--- config.mk ---
export PLATFORM = sky130hd
export DESIGN_NAME = multi_signature_score_matcher_top
export DESIGN_NICKNAME = d
export VERILOG_FILES = /design/src/rtl/core/msm_pkg.sv /design/src/rtl/core/msm_sig_match.sv /design/src/rtl/core/multi_signature_score_matcher_top.sv
export SDC_FILE = /design/constraint.sdc
export NUM_CORES = 1
export LEC_CHECK = 0
export BUFFER_PORTS_ARGS = -buffer_cell sky130_fd_sc_hd__buf_2
export CORE_MARGIN = 4
export CORE_UTILIZATION = 30
export CTS_BUF_LIST = sky130_fd_sc_hd__clkbuf_4
export DETAILED_ROUTE_END_ITERATION = 8
export SYNTH_ARGS = -nofsm -noshare
export SYNTH_HDL_FRONTEND = slang
export SYNTH_SLANG_ARGS = --single-unit
--- constraint.sdc ---
create_clock -name clock -period 7 [get_ports clock]
set_input_delay 1.4 -clock clock [delete_from_list [all_inputs] [get_ports clock]]
set_output_delay 1.4 -clock clock [all_outputs]
set_load 0.01 [all_outputs]
--- src/rtl/core/msm_pkg.sv ---
// ----------------------------------------------------------------------------
// msm_pkg
// Types, register codes, reset values and the signature table of the
// multi-signature score matcher.
// ----------------------------------------------------------------------------
`default_nettype none

package msm_pkg;

   localparam int unsigned NUM_SIGS    = 9;
   localparam int unsigned SIG_MAX_LEN = 18;
   localparam int unsigned SCORE_W     = 4;
   localparam int unsigned CFG_SIZE_W  = 30;
   localparam int unsigned CSR_IDX_W   = 2;

   // Signature text, right-aligned: the final character sits in byte 0.
   localparam logic [8*SIG_MAX_LEN-1:0] SIG_TEXT [NUM_SIGS] = '{
      (8*SIG_MAX_LEN)'("toggleUI"),
      (8*SIG_MAX_LEN)'("/getConfig"),
      (8*SIG_MAX_LEN)'("/saveConfig"),
      (8*SIG_MAX_LEN)'("hwidLogin"),
      (8*SIG_MAX_LEN)'({"rapid", "_fire"}),
      (8*SIG_MAX_LEN)'({"auto", "_click"}),
      (8*SIG_MAX_LEN)'("triggerbot"),
      (8*SIG_MAX_LEN)'({"no", "_recoil"}),
      (8*SIG_MAX_LEN)'("macros-unprotected")
   };

   localparam int unsigned SIG_LEN [NUM_SIGS] = '{8, 10, 11, 9, 10, 10, 10, 9, 18};

   localparam logic [SCORE_W-1:0]    RST_SCORE_THRESHOLD = SCORE_W'(2);
   localparam logic [CFG_SIZE_W-1:0] RST_MIN_FILE_SIZE   = CFG_SIZE_W'(10240);
   localparam logic [CFG_SIZE_W-1:0] RST_MAX_FILE_SIZE   = CFG_SIZE_W'(524288000);
   localparam logic [CFG_SIZE_W-1:0] RST_SCAN_LIMIT      = CFG_SIZE_W'(4194304);

   typedef enum logic [CSR_IDX_W-1:0] {
      CSR_SCORE_THRESHOLD = 2'd0,
      CSR_MIN_FILE_SIZE   = 2'd1,
      CSR_MAX_FILE_SIZE   = 2'd2,
      CSR_SCAN_LIMIT      = 2'd3
   } csr_index_type;

   typedef struct packed {
      logic [7:0] data_byte;
      logic       last_byte;
   } req_payload_type;

   typedef struct packed {
      logic                  detected;
      logic                  size_rejected;
      logic [SCORE_W-1:0]    match_score;
      logic [NUM_SIGS-1:0]   found_mask;
   } rsp_payload_type;

endpackage

`default_nettype wire

--- src/rtl/core/msm_sig_match.sv ---
// ----------------------------------------------------------------------------
// msm_sig_match
// Parallel compare of every signature against the current byte and the
// byte history; flags each signature that ends at the current byte.
// ----------------------------------------------------------------------------
`default_nettype none

module msm_sig_match #(
   parameter int unsigned HIST_DEPTH = 17,
   parameter int unsigned FILL_W     = 5
) (
   input  wire logic [7:0]                  cur_byte,
   input  wire logic [7:0]                  hist [HIST_DEPTH],
   input  wire logic [FILL_W-1:0]           fill,
   output      logic [msm_pkg::NUM_SIGS-1:0] hit
);
   import msm_pkg::*;

   for (genvar s = 0; s < NUM_SIGS; s++) begin : g_sig
      localparam int unsigned LEN = SIG_LEN[s];
      if (LEN == 0 || LEN > HIST_DEPTH + 1) begin : g_never
         // too long for the window: never seen
         assign hit[s] = 1'b0;
      end else begin : g_cmp
         logic [LEN-1:0] eq;
         assign eq[0] = (cur_byte == SIG_TEXT[s][7:0]);
         for (genvar k = 0; k + 1 < LEN; k++) begin : g_hist
            assign eq[k+1] = (hist[k] == SIG_TEXT[s][8*(k+1) +: 8]);
         end
         assign hit[s] = (&eq) && (32'(fill) >= 32'(LEN - 1));
      end
   end

endmodule

`default_nettype wire

--- src/rtl/core/multi_signature_score_matcher_top.sv ---
// ----------------------------------------------------------------------------
// multi_signature_score_matcher_top
// Streams a file one byte per beat, marks fixed signature strings found
// within the scan limit and reports a score and detection flag per file.
// ----------------------------------------------------------------------------
// Takes one file byte per req beat (last_byte marks the final byte) and
// sustains one byte per clock: each byte is taken into an input register, and
// while it sits there all nine signature compares, the window shift, the
// saturating byte count and, for the last byte, the size check and score run
// together and land in registers at the next edge. The result beat is loaded
// into the result register at the edge that takes the last byte out of the input
// register and shows on rsp until taken; the only stall is a last byte that
// meets a result still held on rsp. Configuration writes are
// taken every cycle (csr_ready is tied high) and must be made while no file
// is in flight. There is no clearing pass after reset.
`default_nettype none

module multi_signature_score_matcher_top #(
   parameter int unsigned WINDOW_LEN = 18,
   parameter int unsigned COUNT_BITS = 30
) (
   input  wire logic                              clock,
   input  wire logic                              reset,
   input  wire logic                              req_valid,
   output      logic                              req_ready,
   input  wire msm_pkg::req_payload_type          req_payload,
   output      logic                              rsp_valid,
   input  wire logic                              rsp_ready,
   output      msm_pkg::rsp_payload_type          rsp_payload,
   input  wire logic                              csr_valid,
   output      logic                              csr_ready,
   input  wire logic [msm_pkg::CSR_IDX_W-1:0]     csr_index,
   input  wire logic [msm_pkg::CFG_SIZE_W-1:0]    csr_data
);
   import msm_pkg::*;

   localparam int unsigned HIST_DEPTH = WINDOW_LEN - 1;
   localparam int unsigned FILL_W     = $clog2(HIST_DEPTH + 1);
   localparam int unsigned CMP_W      = (COUNT_BITS > CFG_SIZE_W) ? COUNT_BITS : CFG_SIZE_W;

   // configuration registers
   logic [SCORE_W-1:0]    threshold_ff;
   logic [CFG_SIZE_W-1:0] min_size_ff;
   logic [CFG_SIZE_W-1:0] max_size_ff;
   logic [CFG_SIZE_W-1:0] scan_limit_ff;

   // input register
   logic       in_valid_ff, in_valid_in;
   logic [7:0] in_byte_ff;
   logic       in_last_ff;

   // per-file state
   logic [7:0]            hist_ff [HIST_DEPTH];
   logic [7:0]            hist_in [HIST_DEPTH];
   logic [FILL_W-1:0]     fill_ff, fill_in;
   logic [NUM_SIGS-1:0]   seen_ff, seen_in;
   logic [COUNT_BITS-1:0] count_ff, count_in;

   // result register
   logic            rsp_valid_ff, rsp_valid_in;
   rsp_payload_type rsp_ff, rsp_in;

   logic                proc;
   logic                accept;
   logic                in_scan;
   logic                rejected;
   logic [NUM_SIGS-1:0] hit;
   logic [NUM_SIGS-1:0] mask;
   logic [SCORE_W-1:0]  score;
   logic [COUNT_BITS-1:0] count_next;

   // Process the held byte unless it is a last byte that would overwrite a
   // result still waiting on rsp.
   assign proc      = in_valid_ff && (!in_last_ff || !rsp_valid_ff || rsp_ready);
   assign req_ready = !in_valid_ff || proc;
   assign accept    = req_valid && req_ready;
   assign csr_ready = 1'b1;

   assign rsp_valid   = rsp_valid_ff;
   assign rsp_payload = rsp_ff;

   // Compare every signature ending at the held byte, in parallel.
   msm_sig_match #(
      .HIST_DEPTH (HIST_DEPTH),
      .FILL_W     (FILL_W)
   ) u_match (
      .cur_byte (in_byte_ff),
      .hist     (hist_ff),
      .fill     (fill_ff),
      .hit      (hit)
   );

   always_comb begin
      // The byte's position is count + 1; it must not pass the scan limit.
      in_scan    = CMP_W'(count_ff) < CMP_W'(scan_limit_ff);
      count_next = (count_ff != '1) ? count_ff + COUNT_BITS'(1) : count_ff;
      seen_in    = in_scan ? (seen_ff | hit) : seen_ff;

      // Shift the window: the newest byte enters at slot 0.
      hist_in[0] = in_byte_ff;
      for (int i = 1; i < HIST_DEPTH; i++) begin
         hist_in[i] = hist_ff[i-1];
      end
      fill_in  = (fill_ff < FILL_W'(HIST_DEPTH)) ? fill_ff + FILL_W'(1) : fill_ff;
      count_in = count_next;

      // End-of-file verdict from the updated state.
      rejected = (CMP_W'(count_next) < CMP_W'(min_size_ff)) ||
                 (CMP_W'(count_next) > CMP_W'(max_size_ff));
      mask     = rejected ? '0 : seen_in;
      score    = '0;
      for (int s = 0; s < NUM_SIGS; s++) begin
         score = score + SCORE_W'(mask[s]);
      end
      rsp_in.detected      = !rejected && (score >= threshold_ff);
      rsp_in.size_rejected = rejected;
      rsp_in.match_score   = score;
      rsp_in.found_mask    = mask;

      // Drop the per-file state after the last byte.
      if (in_last_ff) begin
         fill_in  = '0;
         seen_in  = '0;
         count_in = '0;
      end

      // Hold a result until taken; load a new one from the last byte.
      if (proc && in_last_ff) begin
         rsp_valid_in = 1'b1;
      end else if (rsp_ready) begin
         rsp_valid_in = 1'b0;
      end else begin
         rsp_valid_in = rsp_valid_ff;
      end

      if (accept) begin
         in_valid_in = 1'b1;
      end else if (proc) begin
         in_valid_in = 1'b0;
      end else begin
         in_valid_in = in_valid_ff;
      end
   end

   // control and configuration state
   always_ff @(posedge clock) begin
      if (reset) begin
         in_valid_ff   <= 1'b0;
         rsp_valid_ff  <= 1'b0;
         fill_ff       <= '0;
         seen_ff       <= '0;
         count_ff      <= '0;
         threshold_ff  <= RST_SCORE_THRESHOLD;
         min_size_ff   <= RST_MIN_FILE_SIZE;
         max_size_ff   <= RST_MAX_FILE_SIZE;
         scan_limit_ff <= RST_SCAN_LIMIT;
      end else begin
         in_valid_ff  <= in_valid_in;
         rsp_valid_ff <= rsp_valid_in;
         if (proc) begin
            fill_ff  <= fill_in;
            seen_ff  <= seen_in;
            count_ff <= count_in;
         end
         if (csr_valid && csr_ready) begin
            case (csr_index_type'(csr_index))
               CSR_SCORE_THRESHOLD: threshold_ff  <= csr_data[SCORE_W-1:0];
               CSR_MIN_FILE_SIZE:   min_size_ff   <= csr_data;
               CSR_MAX_FILE_SIZE:   max_size_ff   <= csr_data;
               CSR_SCAN_LIMIT:      scan_limit_ff <= csr_data;
               default: ;
            endcase
         end
      end
   end

   // payload registers: no reset, window bytes are gated by the fill count
   always_ff @(posedge clock) begin
      if (accept) begin
         in_byte_ff <= req_payload.data_byte;
         in_last_ff <= req_payload.last_byte;
      end
      if (proc) begin
         hist_ff <= hist_in;
      end
      if (proc && in_last_ff) begin
         rsp_ff <= rsp_in;
      end
   end

endmodule

`default_nettype wire

==> key figures, run 1 <==
GRT
  • Vias in the first global route: 12,000
  • Grt ovf: 0
  • First-pass GRT wire length: 64.1 mm
  • Initial antenna violation count: 4
  • Gr usage total: 0.152
  • Largest net degree at the start of global routing: 98

Worst setup path
  • WP buf/inv: 16
  • Type of origin of the critical path: flop
  • Most frequent cell on the critical path: buf_4
  • Kind of critical path: reg -> reg
  • Max FO, Critical Path: 5
  • Nature of the critical path endpoint: flop
  • Max incr delay on CP: 0.54 ns
  • Critical-path top delay cell: fa_1
  • Cell family with most CP delay: adder cells
  • Critical Path AT: 7.61 ns
  • Req. time, crit path: 7.55 ns

Yosys
  • FF+latch count, synth: 300
  • Post-synth net total: 1,590
  • Area contributors post-synth: edfxtp_1 (33%), dfxtp_1 (19%), ha_1 (8.4%), nand2_1 (5.4%), a21oi_1 (4.9%)
  • Post-synth EDFFs: 160
  • Sequential fraction of the synthesis area: 0.520
  • Top-area cell type share of the netlist area: 0.329
  • YS warnings: 0
  • Async SR Flop Fraction: 0
  • Main flop type after synthesis: edfxtp_1
  • Syn Inst Count: 1,441
  • Synth area leader: edfxtp_1
  • Library cells used by synthesis: 76
  • Synthesized area: 14,600 sq um
  • Syn Area/Cell: 10.1 sq um

Timing
  • Setup slack after layout: -0.0551 ns
  • Max frequency: 0.142 GHz
  • Max Slew Vio Count: 0
  • RSZ-0062 raised after global routing: yes
  • Worst Max-Slew Pin Slew: 1.12 ns
  • Final number of setup-violating endpoints: 2
  • Final hold vios: 0
  • Tcrit/Tclk final: 1.01
  • Setup Skew: 0.0766 ns
  • Min cycle time layout: 7.06 ns
  • Rel. slew slack: 0.251

Pwr
  • Design Power: 0.00371 W
  • Leakage: 6.71 nW
  • Gate power share: 0.057
  • Power Internal: 0.00278 W
  • VDD IR-drop max: 130 uV
  • Fraction of power spent switching nets: 0.249
  • Pwr dens: 210 nW/um^2
  • Net Switching: 0.000924 W
  • Clock power frac: 0.415
  • Seq pwr share: 0.527

Layout
  • Share of post-route cells with drive strength above 1: 0.215
  • Most common cell after layout, fill and taps aside: nand2_1
  • Final Util: 0.368
  • Post-route cell area: 17,700 sq um
  • Layout Area Growth over Synthesis: 20.8%
  • Fin nets: 1,795
  • Final Non-Filler Cells: 2,321
  • Most frequent cells in the layout: nand2_1 (211), edfxtp_1 (160), a21oi_1 (140)
  • Fill cells: 4,802

Drt
  • WL/cell: 17.6 microns
  • Top routing layer in use: met5
  • Met2 WL: 20.8 mm
  • TritonRoute pass-1 iters: 5
  • Vias/cell: 5.08
  • Total detailed-routing wirelength: 40.7 mm
  • Wl on met1: 16.7 mm
  • Metal3 WL: 1.91 mm
  • Via count: 11,800
  • DRC: 0
  • ANT nets after route: 0
  • Iteration-0 DRC Markers: 736

Floorplanning
  • Initial Util: 0.305
  • Die area: 52,300 sq um
  • Die height: 229 microns
  • CORE AREA: 47,900 sq um
  • Row cnt: 80
  • Die Width: 229 microns
  • I/O Pins: 64

Clock tree
  • Buffer depth of the longest clock path: 3
  • CTS tree: built
  • Clk_lat worst skew: 0.80 ns
  • CTS clock-pin slew for the worst setup and hold paths: 0.06 ns
  • Hold buffer count at CTS: 0
  • Root buf cell: clkbuf_4
  • Clock sink total: 300
  • H-Tree Depth: 3
  • TritonCTS buffer count: 82

Outcome
  • Run status: complete, but fails checks
  • Failing checks: negative setup slack

Flow run
  • Max cap viols: 0

Placement
  • Cell Area, Placed: 16,200 sq um
  • I/O Buffers: 62
  • HPWL after DPL: 29.1 mm
  • # placed instances: 2,151
  • GP Congestion: 0.906

Min path
  • Hold crit path type: reg -> reg
power by group through the flow:
stage | clock, W | combinational, W | sequential, W
after floorplan | 0 | 0.000129 | 0.00198
after global placement | 0 | 0.000204 | 0.00199
after detailed placement | 0 | 0.000207 | 0.00199
after CTS | 0.00160 | 0.000211 | 0.00195
after global routing | 0.00169 | 0.000237 | 0.00196
final | 0.00154 | 0.000212 | 0.00195
worst paths after layout:
check | startpoint | endpoint | slack [ns] | cells past startpoint
min reg2reg | hist_ff[49]$_DFFE_PP_ | hist_ff[41]$_DFFE_PP_ | 0.44 | 0
min | hist_ff[49]$_DFFE_PP_ | hist_ff[41]$_DFFE_PP_ | 0.44 | 0
max | count_ff[8]$_SDFFE_PP0P_ | rsp_payload[10]$_DFFE_PP_ | -0.06 | 33
max reg2reg | count_ff[8]$_SDFFE_PP0P_ | rsp_payload[10]$_DFFE_PP_ | -0.06 | 33
Yosys cell counts, drive strengths merged (9+ instances only):
cell type    n
nand4       49
nand2      213
nor3        24
nand2b      16
nor4        37
nor2        56
nand3       26
a21oi      142
or4         10
nand4bb     10
dfxtp      140
a31oi        9
ha          98
buf         10
or3         14
a211oi      11
inv        118
nand3b       9
a21o        13
nand4b      20
o21ai       44
o211ai      14
xor2        11
xnor2       19
clkbuf      46
edfxtp     160
and3        10
state kept, by name, indices dropped and copies added (netlist names):
register and flops:
in_last_ff 1, seen_ff 9, max_size_ff 30, scan_limit_ff 30, threshold_ff 4, count_ff 30
min_size_ff 30, in_valid_ff 1, in_byte_ff 8, rsp_valid 1, rsp_payload 15, fill_ff 5
hist_ff 136
final cells by class:
class                           instances  area (sq um)  share of cell area
Tap cell                              615           769              0.0436
Sequential cell                       300          7620               0.431
Timing Repair Buffer                  177          1190              0.0672
Clock buffer                          109           818              0.0463
Inverter                              119           452              0.0256
Antenna cell                            3          7.51            0.000425
Clock inverter                         32           183              0.0103
Multi-Input combinational cell        966          6630               0.375
cells by family after synthesis:
kind of cell             synth area share
AND/OR/NAND/NOR                     0.205
adder cells (fa/ha/maj)            0.0907
buffers and inverters              0.0459
AO/OA/AOI/OAI                       0.117
multiplexers                      0.00214
other                            0.000256
XOR/XNOR                           0.0180
flip-flops                          0.520
timing repair:
item | CTS | global route
endpoints found under the setup margin | 1 | 2
cloned | 0 | 0
pin swaps | 8 | 8
gates resized for setup | 22 | 32
setup buffers | 13 | 13
endpoints found under the hold margin | 0 | 0
worst reg2reg max path, delay by kind of cell (launching register included):
kind                       cells  cell delay, ns
AOI/OAI and AO/OA              4            0.84
xor gates and xnor gates       1            0.22
adders and majority gates      6            2.45
buffers and inverters         16            1.88
DFF                            1            0.33
and+or+nand+nor                6            1.12
per-stage QoR:
stage	setup slack, ns	TNS [ns]	hold WS, ns
after floorplan	0.0342	0	0.417
after global placement	-0.0729	-0.0729	0.421
after detailed placement	-0.277	-0.277	0.429
after CTS	0.00610	0	0.438
after global routing	-0.275	-0.515	0.451
final	-0.0551	-0.0739	0.437
metal layers:
metal	up-vias	GRT usage
met5	-	0
met2	328	0.274
met1	5638	0.176
met3	104	0.0335
li1	5710	-
met4	2	0.0607
(Power assumes the default switching activity.)
==> inputs of run 2 (changes only) <==
--- a/config.mk
+++ b/config.mk
@@ -12,4 +12,5 @@
 export DETAILED_ROUTE_END_ITERATION = 8
 export SYNTH_ARGS = -nofsm -noshare
 export SYNTH_HDL_FRONTEND = slang
+export SYNTH_HIERARCHICAL = 1
 export SYNTH_SLANG_ARGS = --single-unit
==> run 2 against run 1 <==
Compared with the run above: the run now ends clean; die area decreased by 1.2%; sequential share of layout area is 1.3 points higher; clock-buffer cell count up 20; largest power group unchanged; sequential power about the same; largest cell class unchanged; via count is 2.8% lower; register-to-register slack better by 0.27 ns; critical endpoint is now rsp_payload[14]$_DFFE_PP_.
==> key figures, run 2 <==
Clock tree
  • CTS clock-pin slew for the worst setup and hold paths: 0.07 ns (about the same)
  • CTS tree: built
  • Buffer depth of the longest clock path: 3 (unchanged)
  • Clk_lat worst skew: 0.77 ns (-0.03 ns)
  • Clock sink total: 300 (unchanged)
  • Root buf cell: clkbuf_4
  • H-Tree Depth: 3 (unchanged)
  • TritonCTS buffer count: 82 (unchanged)
  • Hold buffer count at CTS: 0 (unchanged)

Pwr
  • Net Switching: 0.000901 W (-2.5%)
  • Power Internal: 0.00289 W (+3.8%)
  • VDD IR-drop max: 157 uV (+20%)
  • Fraction of power spent switching nets: 0.238 (-0.0115)
  • Design Power: 0.00379 W (+2.2%)
  • Pwr dens: 221 nW/um^2 (+5.1%)
  • Seq pwr share: 0.517 (-0.010)
  • Leakage: 6.50 nW (-3.1%)
  • Gate power share: 0.052 (-0.005)
  • Clock power frac: 0.431 (+0.016)

Yosys
  • Synth area leader: edfxtp_1
  • Top-area cell type share of the netlist area: 0.333 (+0.00424)
  • Post-synth top cells: nand2_1 (233), edfxtp_1 (160), a21oi_1 (140), dfxtp_1 (140), inv_1 (106)
  • Top-count cell post-synth: nand2_1
  • Syn Area/Cell: 10.2 sq um (+0.33%)
  • FF+latch count, synth: 300 (unchanged)
  • Library cells used by synthesis: 75 (-1.3%)
  • YS warnings: 6 (+6)
  • Sequential fraction of the synthesis area: 0.527 (+0.00672)
  • Post-synth net total: 1,565 (-1.6%)
  • Main flop type after synthesis: edfxtp_1
  • Async SR Flop Fraction: 0 (unchanged)
  • Area contributors post-synth: edfxtp_1 (33%), dfxtp_1 (19%), ha_1 (8.3%), nand2_1 (6.1%), a21oi_1 (4.9%)
  • Post-synth EDFFs: 160 (unchanged)
  • Synthesized area: 14,400 sq um (-1.3%)
  • Syn Inst Count: 1,418 (-1.6%)

Worst setup path
  • R2R setup slack: 0.21 ns (+0.27 ns)
  • Reg2Reg Depth: 30 (-9.1%)
  • Worst setup path startpoint: count_ff[28]$_SDFFE_PP0P_
  • Critical Path AT: 7.32 ns (-0.29 ns)
  • Type of origin of the critical path: flop
  • Kind of critical path: reg -> reg
  • Max FO, Critical Path: 6 (+1)
  • Worst R2R Start: count_ff[28]$_SDFFE_PP0P_
  • Nature of the critical path endpoint: flop
  • Critical path destination: rsp_payload[14]$_DFFE_PP_
  • Req. time, crit path: 7.53 ns (-0.02 ns)
  • Max incr delay on CP: 0.53 ns (about the same)
  • Critical-path top delay cell: fa_1
  • RR Endpoint: rsp_payload[14]$_DFFE_PP_

Layout
  • Max reg flops: 136 (unchanged)
  • Most frequent cells in the layout: nand2_1 (232), edfxtp_1 (160), a21oi_1 (138)
  • Most common cell after layout, fill and taps aside: nand2_1
  • Layout Area Growth over Synthesis: 18.9%
  • Fin nets: 1,742 (-3.0%)
  • Largest Register: hist_ff
  • Final Non-Filler Cells: 2,274 (-2.0%)
  • Post-route cell area: 17,200 sq um (-2.8%)
  • Share of post-route cells with drive strength above 1: 0.203 (-0.0121)

Floorplanning
  • I/O Pins: 64 (unchanged)
  • Row cnt: 80 (unchanged)
  • Die height: 227 microns (-0.62%)
  • Initial Util: 0.303 (-0.00199)
  • Die area: 51,700 sq um (-1.2%)
  • CORE AREA: 47,600 sq um (-0.63%)
  • Die Width: 227 microns (-0.62%)

Drt
  • TritonRoute pass-1 iters: 5 (unchanged)
  • WL/cell: 16.9 microns (-3.8%)
  • Total detailed-routing wirelength: 38.4 mm (-5.7%)
  • ANT nets after route: 0 (unchanged)
  • Via count: 11,400 (-2.8%)
  • Vias/cell: 5.03 (-0.82%)
  • DRC: 0 (unchanged)
  • Iteration-0 DRC Markers: 967 (+31%)

Timing
  • Tcrit/Tclk final: 0.970 (-0.0381)
  • Setup slack after layout: 0.212 ns (+0.267 ns)
  • Setup Skew: 0.0540 ns (-0.0226 ns)
  • Min cycle time layout: 6.79 ns (-0.267 ns)
  • Final hold vios: 0 (unchanged)
  • Worst Max-Slew Pin Slew: 1.14 ns (+0.0154 ns)
  • Final number of setup-violating endpoints: 0 (-2)
  • Max frequency: 0.147 GHz (+3.9%)
  • Rel. slew slack: 0.242 (-0.00864)
  • Max Slew Vio Count: 0 (unchanged)

Placement
  • # placed instances: 2,110 (-1.9%)
  • HPWL after DPL: 27.3 mm (-6.0%)
  • Cell Area, Placed: 15,800 sq um (-2.2%)
  • I/O Buffers: 62 (unchanged)
  • GP Congestion: 0.930 (+2.6%)
  • Pre-CTS setup slack: -0.0505 ns (+0.226 ns)

GRT
  • Vias in the first global route: 11,300 (-5.3%)
  • Largest net degree at the start of global routing: 92 (-6.1%)
  • Grt ovf: 0 (unchanged)
  • First-pass GRT wire length: 60.1 mm (-6.2%)
  • Gr usage total: 0.147 (-0.00583)
  • Initial antenna violation count: 6 (+2)

Outcome
  • Run status: finished, final reports clean

Min path
  • Hold crit path type: reg -> reg

Flow run
  • Max cap viols: 0 (unchanged)
## run 2: cell count changes in the layout (fill, tap and decap cells not counted), moves of 12 or more
cell,change
buf_4,-29
clkbuf_4,+20
clkinv_1,-12
nand2_1,+21
nand4_1,-12
nor2_1,+19
nor4_1,-15
nor4bb_1,+14
## run 2: through the flow
stage	TNS [ns]	utilization	hold WS (ns)
floorplan	0	-	0.417
global placement	0	0.332	0.423
detailed placement	-0.0505	0.332	0.430
CTS	0	0.356	0.427
global route	-0.0747	0.360	0.444
finish	0	0.360	0.428
## run 2: worst max-delay path: cells and delay by family, from the launching register on
family	cells	cell delay, ns
AO/OA/AOI/OAI	8	1.49
XOR/XNOR	1	0.17
adder cells (fa/ha/maj)	7	2.88
buffers and inverters	6	0.50
flip-flops	1	0.33
AND/OR/NAND/NOR	8	1.15
## run 2: how the worst min path moves through the flow
stage / startpoint / cells past startpoint / endpoint
2_1_floorplan: hist_ff[23]$_DFFE_PP_ / 0 / hist_ff[15]$_DFFE_PP_
3_3_place_gp: hist_ff[52]$_DFFE_PP_ / 0 / hist_ff[44]$_DFFE_PP_
3_5_place_dp: hist_ff[36]$_DFFE_PP_ / 0 / hist_ff[28]$_DFFE_PP_
4_1_cts: hist_ff[79]$_DFFE_PP_ / 0 / hist_ff[71]$_DFFE_PP_
5_1_grt: hist_ff[79]$_DFFE_PP_ / 0 / hist_ff[71]$_DFFE_PP_
6_report: hist_ff[47]$_DFFE_PP_ / 0 / hist_ff[39]$_DFFE_PP_
## run 2: cell type report
class / instances / area [sq um]
Tap cell: 615 / 769
Antenna cell: 2 / 5.00
Inverter: 107 / 404
Timing Repair Buffer: 147 / 958
Sequential cell: 300 / 7620
Multi-Input combinational cell: 957 / 6320
Fill cell: 4822 / 30500
Clock inverter: 17 / 121
Clock buffer: 129 / 968
## run 2: routing by layer
metal | vias up | share of wire | track usage
li1 | 5538 | - | -
met1 | 5453 | 0.43 | 0.184
met4 | 4 | 0.036 | 0.0591
met3 | 101 | 0.055 | 0.0371
met5 | - | 0.00070 | 0
met2 | 353 | 0.47 | 0.242
## run 2: cell families (layout without fill, tap and decap cells)
group                    Yosys count  count (layout)  share of synthesized area
flip-flops                       300             300                      0.527
buffers and inverters            161             400                     0.0430
multiplexers                       3               3                    0.00251
XOR/XNOR                          31              31                     0.0188
AND/OR/NAND/NOR                  562             562                      0.212
adder cells (fa/ha/maj)          101             101                     0.0901
other                              1               3                   0.000260
AO/OA/AOI/OAI                    259             259                      0.106
## run 2: power by group through the flow
stage	combinational [W]	sequential [W]	clock [W]
floorplan	0.000123	0.00198	0
global placement	0.000190	0.00199	0
detailed placement	0.000194	0.00199	0
CTS	0.000196	0.00196	0.00169
global route	0.000221	0.00196	0.00180
finish	0.000198	0.00196	0.00163
## run 2: repair_timing
action	4_1_cts	5_1_grt
buffers inserted	1	15
resized for setup	3	35
pin swaps	2	19
endpoints found under the hold margin	0	0
endpoints found under the setup margin	1	1
